File: config.mk
export PLATFORM = sky130hd
export DESIGN_NAME = aeag_ctrl
export DESIGN_NICKNAME = d
export VERILOG_FILES = /design/src/hw/rtl/aeag_pkg.sv /design/src/hw/rtl/aeag_ctrl.sv
export SDC_FILE = /design/constraint.sdc
export NUM_CORES = 1
export LEC_CHECK = 0
export ABC_AREA = 1
export BUFFER_PORTS_ARGS = -buffer_cell sky130_fd_sc_hd__buf_2
export CAP_MARGIN = 40
export CORE_AREA = 2 2 39 41
export CTS_BUF_LIST = sky130_fd_sc_hd__clkbuf_4 sky130_fd_sc_hd__clkbuf_8
export DETAILED_ROUTE_END_ITERATION = 6
export DIE_AREA = 0 0 41 43
export PLACE_DENSITY_LB_ADDON = 0.08
export SYNTH_ARGS = -nofsm -noshare
export SYNTH_HDL_FRONTEND = slang
export SYNTH_SLANG_ARGS = --single-unit
File: constraint.sdc
create_clock -name clk -period 0.9 [get_ports clk]
set_input_delay 0.09 -clock clk [delete_from_list [all_inputs] [get_ports clk]]
set_output_delay 0.09 -clock clk [all_outputs]
set_load 0.005 [all_outputs]
File: src/hw/rtl/aeag_pkg.sv
`timescale 1ns / 1ps
`default_nettype none
// ----------------------------------------------------------------------------
// aeag_pkg - shared types and constants of the array element address generator
// Field types, operation codes, default sizes and the command/status
// structs between controller and datapath.
// ----------------------------------------------------------------------------
package aeag_pkg;

	localparam int MAX_ARRAYS_DEF = 16;
	localparam int MAX_DIMS_DEF   = 8;

	typedef logic [1:0]         opcode_t;
	typedef logic [3:0]         arr_id_t;
	typedef logic [2:0]         dim_num_t;
	typedef logic [3:0]         dim_cnt_t;
	typedef logic [15:0]        esize_t;
	typedef logic [31:0]        word_t;
	typedef logic signed [31:0] sword_t;

	localparam opcode_t OP_HEADER = 2'd0;
	localparam opcode_t OP_BOUNDS = 2'd1;
	localparam opcode_t OP_INDEX  = 2'd2;

	typedef struct packed {
		opcode_t  operation;
		arr_id_t  array_id;
		dim_num_t dim_number;
		word_t    base_address;
		esize_t   element_bytes;
		dim_cnt_t dim_count;
		sword_t   lower_bound;
		sword_t   upper_bound;
		sword_t   index_value;
	} req_t;

	typedef struct packed {
		logic wr_header;
		logic wr_bounds;
		logic capture;
		logic mac;
		logic finish;
	} dp_cmd_t;

	typedef struct packed {
		logic dec_header;
		logic dec_bounds;
		logic dec_index;
		logic last;
		logic out_busy;
	} dp_sts_t;

endpackage
`default_nettype wire

File: src/hw/rtl/aeag_ctrl.sv
`timescale 1ns / 1ps
`default_nettype none
// ----------------------------------------------------------------------------
// aeag_ctrl - sequencing controller
// Accepts items, issues table writes, the offset multiply-accumulate and
// the final address step to the datapath.
// ----------------------------------------------------------------------------
module aeag_ctrl (
	input  wire               clk,
	input  wire               arst_n,
	input  wire               req_valid,
	output logic              req_ready,
	input  aeag_pkg::dp_sts_t sts,
	output aeag_pkg::dp_cmd_t cmd
);
	import aeag_pkg::*;

	typedef enum logic [2:0] {
		ST_IDLE = 3'b001,
		ST_MAC  = 3'b010,
		ST_ADDR = 3'b100
	} state_t;

	state_t state_q;
	state_t state_d;

	always_comb begin
		state_d   = state_q;
		cmd       = '0;
		req_ready = 1'b0;
		case (state_q)
			ST_IDLE: begin
				req_ready = 1'b1;
				if (req_valid) begin
					cmd.wr_header = sts.dec_header;
					cmd.wr_bounds = sts.dec_bounds;
					cmd.capture   = sts.dec_index;
					if (sts.dec_index) begin
						state_d = ST_MAC;
					end
				end
			end
			ST_MAC: begin
				cmd.mac = 1'b1;
				state_d = sts.last ? ST_ADDR : ST_IDLE;
			end
			ST_ADDR: begin
				// hold the address step until the output register can take it
				if (!sts.out_busy) begin
					cmd.finish = 1'b1;
					state_d    = ST_IDLE;
				end
			end
			default: begin
				state_d = ST_IDLE;
			end
		endcase
	end

	always_ff @(posedge clk or negedge arst_n) begin
		if (!arst_n) begin
			state_q <= ST_IDLE;
		end else begin
			state_q <= state_d;
		end
	end

	a_capture_then_mac: assert property (@(posedge clk) disable iff (!arst_n)
		cmd.capture |=> state_q == ST_MAC)
		else $error("index item not followed by accumulate step");

	a_mac_single: assert property (@(posedge clk) disable iff (!arst_n)
		state_q == ST_MAC |=> state_q != ST_MAC)
		else $error("accumulate step lasted more than one cycle");

	a_addr_leaves: assert property (@(posedge clk) disable iff (!arst_n)
		(state_q == ST_ADDR) && !sts.out_busy |=> state_q == ST_IDLE)
		else $error("address step stuck with free output register");

endmodule
`default_nettype wire

==> results.py, run 1 <==
metrics = {
    "logic_synthesis": {
        "synth_area_um2": 189,
        "synth_seq_cells": 3,
        "postSynthCellCount": 25,
        "ys_types": 12,
        "seq_area_frac_synth_pct": 40.4,
        "synth_warnings": 0,
        "yosysTopAreaCell": "dfrtp_1",
        "synth_top_area_share_pct": 26.5,
        "avgSynthCellArea_um2": 7.56,
        "syn-num-nets": 33,
        "ys_top_cells_by_area": "dfrtp_1 26%, dfstp_2 14%, inv_1 9.9%",
    },
    "finish": {
        "reg_top3": "state_q x3",
        "top_register": "state_q",
        "largest_reg_flops": 3,
        "syn_to_final_growth_pct": 109,
        "drive_gt1_share_pct": 67.3,
        "layout.nets": 58,
        "antenna_cells": 0,
        "stdcell_count": 65,
        "fillers": 164,
        "layout.cells.most_common": "buf_2",
        "final_cell_mix": "12 x buf_2, 4 x nand2_1, 4 x clkbuf_4, 4 x buf_4",
        "post-route-util_pct": 28.5,
    },
    "floorplanning": {
        "io-pin-count": 14,
        "dieHeight_um": 43,
        "core_um2": 1380,
        "die-area_um2": 1760,
        "start_util_pct": 13.7,
        "die_w_um": 41,
        "num_rows": 14,
    },
    "clock_tree": {
        "cts_tree": "yes",
        "clk_latency_ns": 0.23,
        "cts_max_level": 1,
        "cts_buffers": 3,
        "cts-root-buf": "clkbuf_4",
        "cts.sinks": 3,
        "clk_pin_slew_ns": 0.04,
        "max-clock-path-buffers": 2,
    },
    "detailed_routing": {
        "first_pass_iters": 1,
        "wl_per_cell_um": 9.02,
        "dr_total_vias": 246,
        "wirelength_um": 586,
        "drt_iter0_drc": 0,
        "drc": 0,
        "ant_nets": 0,
        "vias_per_cell": 3.78,
    },
    "power_and_ir_drop": {
        "p_leak_uw": 0.000219,
        "power.share.sequential_pct": 22.1,
        "p_per_area_nw_per_um2": 2580,
        "swShare_pct": 32.1,
        "internal_power_uw": 690,
        "p_comb_share_pct": 51.8,
        "max-vdd-ir-drop_mv": 0.795,
        "pwr-share-clk_pct": 26.2,
        "power.switching_uw": 326,
    },
    "setup_path": {
        "required_ns": 0.81,
        "setup.worst_path.start_class": "flip-flop",
        "cp_max_fo": 5,
        "crit_type": "reg2out",
        "cp.arrival_ns": 1.13,
        "endpoint_kind": "output pin",
    },
    "timing": {
        "setup_viol": 9,
        "clock.fmax_mhz": 821,
        "fin_crit_ns": 1.22,
        "period_share_pct": 135,
        "hold_viol": 0,
        "tightest_slew_ns": 0.200,
        "max_slew_margin_pct": 86.5,
        "rsz0062_at_grt": "yes",
        "skew_ns": 0.00332,
        "setup_ws_ns": -0.318,
        "drv_slew": 0,
    },
    "place": {
        "dp_hpwl_um": 429,
        "dp_cells": 55,
        "place.gp.congestion": 0.576,
        "port_buffers": 13,
    },
    "run_status": {
        "violations": "setup timing",
        "status": "finished with violations",
    },
    "global_routing": {
        "grt.overflow.total": 0,
        "grt_max_degree": 6,
        "grt.total_usage_pct": 8.44,
        "grt_pass1_vias": 257,
        "grt_pass1_wl_um": 938,
        "antenna_found_initial": 0,
    },
    "job": {
        "maxCapViolCount": 0,
    },
    "worst_hold_path": {
        "hold_class": "in2reg",
    },
}
## cells in the mapped netlist (all sizes together)
library cell  instances
nor4                  1
nor2                  3
nand3                 3
nor3                  3
dfstp                 1
inv                   6
nand2                 4
nand4                 1
dfrtp                 2
o21ai                 1
## through the flow
stage	hold WS (ns)	instance area, um^2	setup WS, ns	TNS, ns	total power, uW
2_1_floorplan	-0.206	194	0.00546	0	405
3_3_place_gp	-0.112	287	-0.103	-0.451	507
3_5_place_dp	-0.111	287	-0.108	-0.503	507
4_1_cts	0.160	383	-0.341	-2.37	988
5_1_grt	0.188	394	-0.386	-2.79	1100
6_report	0.163	394	-0.318	-2.23	1020
## power by group through the flow
stage	logic [uW]	registers, uW	clock network, uW
global placement	276	231	0
finish	526	224	266
floorplan	182	223	0
global route	581	231	292
detailed placement	276	231	0
CTS	486	225	276
## logic make-up after synthesis
family / Yosys count / share of synthesized area [%]
buffers and inverters: 6 / 11.9
and+or+nand+nor: 15 / 43.0
DFF: 3 / 40.4
AOI/OAI and AO/OA: 1 / 4.64
## per-layer routing
metal  vias to the layer above  GRT usage [%]  wire [um]
li1                        128              -          -
met5                         -              0          0
met2                        10           11.6        335
met4                         0           8.00          0
met3                         0           3.14         45
met1                       108           9.35        205
## layout make-up
class	count	area, um^2	area share, %
sequential	3	76.3	19.4
inverter	6	22.5	5.71
tap	16	20.0	5.08
clock buffer	4	30.0	7.62
timing repair buffer	20	134	34.0
multi-input combinational	16	111	28.3
## path summary, 6_finish.rpt
path	from	to	slack [ns]	cells after the start
worst max-delay path	state_q[0]	cmd[2]	-0.32	3
worst min-delay path	sts[1]	state_q[2]	0.16	3
worst max register to register	state_q[0]	state_q[1]	-0.20	4
worst min register to register	state_q[2]	state_q[2]	0.63	3
max in group asynchronous	arst_n	state_q[0]	0.52	2
min in group asynchronous	arst_n	state_q[1]	0.19	2
## worst max-delay path, stage by stage (launching register included)
cell     delay, ns
dfstp_2       0.56
nand3_4       0.10
nor3_2        0.11
buf_2         0.13
## timing repair
item	in CTS	in global routing
pin swaps	3	0
cloned	0	0
endpoints found under the hold margin	3	0
gates resized for setup	5	3
hold buffers	1	0
buffers inserted	5	0
endpoints found under the setup margin	9	9
No activity file was read; power rests on OpenSTA's default activity.
==> inputs of run 2 (changes only) <==
--- a/config.mk
+++ b/config.mk
@@ -6,7 +6,7 @@
 export NUM_CORES = 1
 export LEC_CHECK = 0
 export ABC_AREA = 1
-export BUFFER_PORTS_ARGS = -buffer_cell sky130_fd_sc_hd__buf_2
+export BUFFER_PORTS_ARGS = -buffer_cell sky130_fd_sc_hd__clkbuf_2
 export CAP_MARGIN = 40
 export CORE_AREA = 2 2 39 41
 export CTS_BUF_LIST = sky130_fd_sc_hd__clkbuf_4 sky130_fd_sc_hd__clkbuf_8
==> run 2 against run 1 <==
The flow still finishes with violations (setup timing); count of clock-buffer cells in the layout stayed put; worst setup slack worse by 0.0042 ns; power is 7.0% lower; final area is 2.5% lower; non-clock buffer count stayed put; register-to-register slack better by 0.06 ns; combinational power is 15% lower; die area stayed put; maximum frequency is 0.35% lower; critical path type unchanged; largest power group unchanged.
==> results.py, run 2 (synthesis gave the netlist of run 1 again) <==
metrics = {
    "run_status": {
        "status": "finished with violations",
        "violations": "setup timing",
    },
    "timing": {
        "setup_ws_ns": -0.322,
        "skew_ns": 0.00188,
        "tightest_slew_ns": 0.209,
        "rsz0062_at_grt": "yes",
        "period_share_pct": 136,
        "max_slew_margin_pct": 85.9,
        "setup_viol": 9,
        "fin_crit_ns": 1.22,
        "clock.fmax_mhz": 818,
        "fin_hold_ws_ns": 0.129,
        "drv_slew": 0,
        "hold_viol": 0,
    },
    "power_and_ir_drop": {
        "p_leak_uw": 0.000218,
        "p_per_area_nw_per_um2": 2460,
        "max-vdd-ir-drop_mv": 0.731,
        "power_uw": 945,
    },
    "setup_path": {
        "setup.worst_path.start_class": "flip-flop",
        "required_ns": 0.81,
        "rrSetupSlack_ns": -0.14,
        "max_stage_delay_ns": 0.56,
        "reg2reg_to": "state_q[1]",
        "cp.arrival_ns": 1.13,
        "cp_slowest_cell": "dfstp_2",
        "cp_max_fo": 6,
        "crit_start": "state_q[0]",
        "r2r_cells": 3,
        "crit_path_cell_trace": "nand3_4 -> nor3_2 -> buf_2",
        "crit_type": "reg2out",
        "endpoint_kind": "output pin",
        "reg2reg_from": "state_q[0]",
        "worstSetupEndpoint": "cmd[2]",
    },
    "detailed_routing": {
        "first_pass_iters": 1,
        "dr_total_vias": 251,
        "drc": 0,
        "vias_per_cell": 3.86,
        "drt_iter0_drc": 0,
        "wirelength_um": 577,
        "wl_per_cell_um": 8.88,
        "ant_nets": 0,
    },
    "finish": {
        "layout.cells.most_common": "clkbuf_2",
        "final_cell_mix": "11 x clkbuf_2, 5 x buf_4, 4 x nand2_1, 4 x clkbuf_4",
        "largest_reg_flops": 3,
        "antenna_cells": 0,
        "layout.nets": 58,
        "reg_top3": "state_q x3",
        "syn_to_final_growth_pct": 103,
        "top_register": "state_q",
        "drive_gt1_share_pct": 65.3,
    },
    "clock_tree": {
        "clk_latency_ns": 0.24,
        "cts_max_level": 1,
        "cts_buffers": 3,
        "clk_pin_slew_ns": 0.04,
        "max-clock-path-buffers": 2,
        "cts-root-buf": "clkbuf_4",
        "cts_tree": "yes",
        "cts.sinks": 3,
    },
    "global_routing": {
        "grt.total_usage_pct": 7.95,
        "antenna_found_initial": 0,
        "grt.overflow.total": 0,
        "grt_pass1_vias": 228,
        "grt_pass1_wl_um": 862,
        "grt_max_degree": 7,
    },
    "place": {
        "port_buffers": 13,
        "dp_hpwl_um": 416,
        "place.gp.congestion": 0.576,
    },
    "floorplanning": {
        "die_w_um": 41,
        "num_rows": 14,
        "dieHeight_um": 43,
        "die-area_um2": 1760,
        "start_util_pct": 13.7,
        "io-pin-count": 14,
        "core_um2": 1380,
    },
    "worst_hold_path": {
        "hold_class": "in2reg",
    },
    "job": {
        "maxCapViolCount": 0,
    },
}
-- run 2: power by group --
group	switching [uW]	total [uW]	internal, uW
clock network	78.8	276	197
logic	206	448	242
registers	37.8	221	183
-- run 2: what timing repair did --
action,4_1_cts,5_1_grt
hold buffers,1,0
buffers inserted,2,4
gates resized for setup,2,6
pin swaps,3,2
setup endpoints to repair,9,9
endpoints found under the hold margin,3,0
-- run 2: final cells by class --
class                      count  area (um^2)
fill                         162         1000
timing repair buffer          20          124
multi-input combinational     16          111
sequential                     3         76.3
clock buffer                   4         30.0
inverter                       6         22.5
tap                           16         20.0
-- run 2: worst min path at each step --
| stage | slack [ns] | cells after the start | to | start |
|---|---|---|---|---|
| 4_1_cts | 0.13 | 3 | state_q[2] | sts[1] |
| 3_3_place_gp | -0.11 | 1 | state_q[2] | arst_n |
| 3_5_place_dp | -0.11 | 1 | state_q[2] | arst_n |
| 2_1_floorplan | -0.21 | 0 | state_q[1] | arst_n |
| 5_1_grt | 0.16 | 3 | state_q[2] | sts[0] |
| 6_report | 0.13 | 3 | state_q[2] | sts[1] |
-- run 2: worst max-delay path: cells and delay by family, from the launching register on --
| kind | cells | cell delay (ns) |
|---|---|---|
| and+or+nand+nor | 2 | 0.20 |
| buffers and inverters | 1 | 0.13 |
| DFF | 1 | 0.56 |
-- run 2: per-stage QoR --
stage	instance area (um^2)	instances	util (%)	TNS (ns)	setup WS, ns
2_1_floorplan	194	25	-	0	0.00546
3_3_place_gp	287	55	20.7	-0.495	-0.110
3_5_place_dp	287	55	20.7	-0.485	-0.111
4_1_cts	347	62	25.0	-2.04	-0.342
5_1_grt	384	65	27.8	-2.50	-0.369
6_report	384	65	27.8	-2.08	-0.322
-- run 2: routing by layer --
| metal | vias up | track usage [%] | share of wire, % |
|---|---|---|---|
| li1 | 128 | - | - |
| met5 | - | 0 | 0 |
| met3 | 0 | 6.28 | 11 |
| met4 | 0 | 4.00 | 0 |
| met1 | 111 | 8.09 | 36 |
| met2 | 12 | 11.3 | 54 |
==> inputs of run 3 (changes only) <==
==> constraint.sdc (replaced) <==
create_clock -name clk -period 1 [get_ports clk]
set_input_delay 0.1 -clock clk [delete_from_list [all_inputs] [get_ports clk]]
set_output_delay 0.1 -clock clk [all_outputs]
set_load 0.005 [all_outputs]
==> run 3 against run 2 <==
Worst hold slack improved by 0.023 ns; register-to-register slack improved by 0.14 ns; the run still ends with setup timing left; flip-flop and latch count did not move; sequential share of layout area increased by 2.5 points; critical path depth did not move; via count is 4.4% lower; critical endpoint unchanged; count of clock-buffer cells in the layout unchanged; core utilization shrank 3.1 points.
==> results.py, run 3 (synthesis gave the netlist of run 1 again) <==
metrics = {
    "power_and_ir_drop": {
        "max-vdd-ir-drop_mv": 0.614,
        "p_per_area_nw_per_um2": 2190,
        "swShare_pct": 32.6,
        "power.share.sequential_pct": 26.5,
        "power.switching_uw": 244,
        "pwr-share-clk_pct": 31.6,
        "p_comb_share_pct": 42.0,
        "internal_power_uw": 504,
        "p_leak_uw": 0.000197,
    },
    "setup_path": {
        "crit_type": "reg2out",
        "reg2reg_to": "state_q[0]",
        "required_ns": 0.90,
        "rrSetupSlack_ns": 0,
        "crit_family": "flip-flops",
        "r2r_cells": 5,
        "crit_path_cell_trace": "nand3_4 -> nor3_2 -> buf_2",
        "cp_num_buf_inv": 1,
        "cp.arrival_ns": 1.15,
        "reg2reg_from": "state_q[0]",
        "cp_max_fo": 6,
        "setup.worst_path.start_class": "flip-flop",
        "cp_slowest_cell": "dfstp_2",
        "endpoint_kind": "output pin",
        "max_stage_delay_ns": 0.56,
    },
    "global_routing": {
        "grt_max_degree": 7,
        "grt_pass1_wl_um": 779,
        "antenna_found_initial": 0,
        "grt.total_usage_pct": 7.14,
        "grt_pass1_vias": 196,
        "grt.overflow.total": 0,
    },
    "finish": {
        "drive_gt1_share_pct": 56.5,
        "final-seq-area_um2": 76.3,
        "post-route-util_pct": 24.7,
        "final_cell_mix": "11 x clkbuf_2, 4 x inv_1, 4 x nand2_1, 4 x clkbuf_4",
        "layout.cells.most_common": "clkbuf_2",
        "fillers": 151,
        "syn_to_final_growth_pct": 80.8,
        "layout.nets": 55,
        "top_register": "state_q",
        "reg_top3": "state_q x3",
        "multi_input_area_um2": 95.1,
        "largest_reg_flops": 3,
        "post-route-cell-area_um2": 342,
        "antenna_cells": 0,
    },
    "floorplanning": {
        "num_rows": 14,
        "die_w_um": 41,
        "core_um2": 1380,
        "dieHeight_um": 43,
        "start_util_pct": 13.7,
        "die-area_um2": 1760,
        "io-pin-count": 14,
    },
    "detailed_routing": {
        "drc": 0,
        "dr_total_vias": 240,
        "drt_iter0_drc": 14,
        "wl_per_cell_um": 8.19,
        "first_pass_iters": 4,
        "wirelength_um": 508,
        "ant_nets": 0,
        "vias_per_cell": 3.87,
    },
    "clock_tree": {
        "cts_tree": "yes",
        "cts.sinks": 3,
        "clk_pin_slew_ns": 0.04,
        "clk_latency_ns": 0.23,
        "cts-root-buf": "clkbuf_4",
        "cts_buffers": 3,
        "max-clock-path-buffers": 2,
        "cts_max_level": 1,
    },
    "timing": {
        "fin_hold_ws_ns": 0.152,
        "max_slew_margin_pct": 83.0,
        "tightest_slew_ns": 0.253,
        "rsz0062_at_grt": "yes",
        "clock.fmax_mhz": 802,
        "setup_viol": 7,
        "setup_ws_ns": -0.247,
        "drv_slew": 0,
        "period_share_pct": 125,
        "skew_ns": 0.00183,
        "hold_viol": 0,
        "fin_crit_ns": 1.25,
    },
    "job": {
        "maxCapViolCount": 0,
    },
    "worst_hold_path": {
        "worstHoldStart": "sts[1]",
        "hold_class": "in2reg",
        "worst_hold_path.endpoint": "state_q[2]",
        "min_path_cells": 3,
    },
    "place": {
        "dp_hpwl_um": 418,
        "place.gp.congestion": 0.654,
        "port_buffers": 13,
        "placed_area_um2": 282,
    },
    "run_status": {
        "status": "finished with violations",
        "violations": "setup timing",
    },
}
run 3: what timing repair did:
item / in CTS / in global routing
setup buffers: 2 / 0
hold buffers: 1 / 0
resized for setup: 2 / 2
endpoints found under the hold margin: 3 / 0
setup endpoints to repair: 7 / 9
pin swaps: 3 / 0
run 3: power groups by stage:
stage | combinational, uW | clock (uW) | sequential [uW]
final | 314 | 236 | 198
after global routing | 349 | 261 | 203
after CTS | 321 | 246 | 198
after detailed placement | 245 | 0 | 207
after global placement | 244 | 0 | 207
after floorplan | 158 | 0 | 201
run 3: metal layers:
metal,up-vias,share of wire (%),track usage (%)
met5,-,0,0
met4,0,0,6.00
met3,0,11,4.71
met2,14,46,7.81
met1,104,43,9.06
li1,122,-,-
run 3: worst max path at each step:
stage	start	to	slack, ns	cells past startpoint
final	state_q[0]	cmd[2]	-0.25	3
after floorplan	state_q[0]	cmd[2]	0.07	2
after global routing	state_q[0]	cmd[2]	-0.30	3
after global placement	state_q[0]	cmd[2]	-0.06	3
after detailed placement	state_q[0]	cmd[2]	-0.09	3
after CTS	state_q[0]	cmd[2]	-0.28	3
run 3: final cells by class:
cell class	count	share of cell area, %
repair buffers	17	28.6
multi-input cells	16	27.8
flip-flops and latches	3	22.3
well taps	16	5.86
clock buffers	4	8.79
inverters	6	6.59
run 3: per-stage QoR:
| step | setup TNS, ns | power, uW | setup slack, ns | instances |
|---|---|---|---|---|
| final | -1.21 | 749 | -0.247 | 62 |
| after global routing | -1.72 | 813 | -0.298 | 62 |
| after CTS | -1.29 | 764 | -0.275 | 62 |
| after detailed placement | -0.0952 | 452 | -0.0884 | 55 |
| after global placement | -0.0561 | 452 | -0.0561 | 55 |
| after floorplan | 0 | 359 | 0.0660 | 25 |
run 3: worst min-delay path, delay by kind of cell:
kind | cells | cell delay, ns
buffers and inverters | 1 | 0.08
AND/OR/NAND/NOR | 2 | 0.16
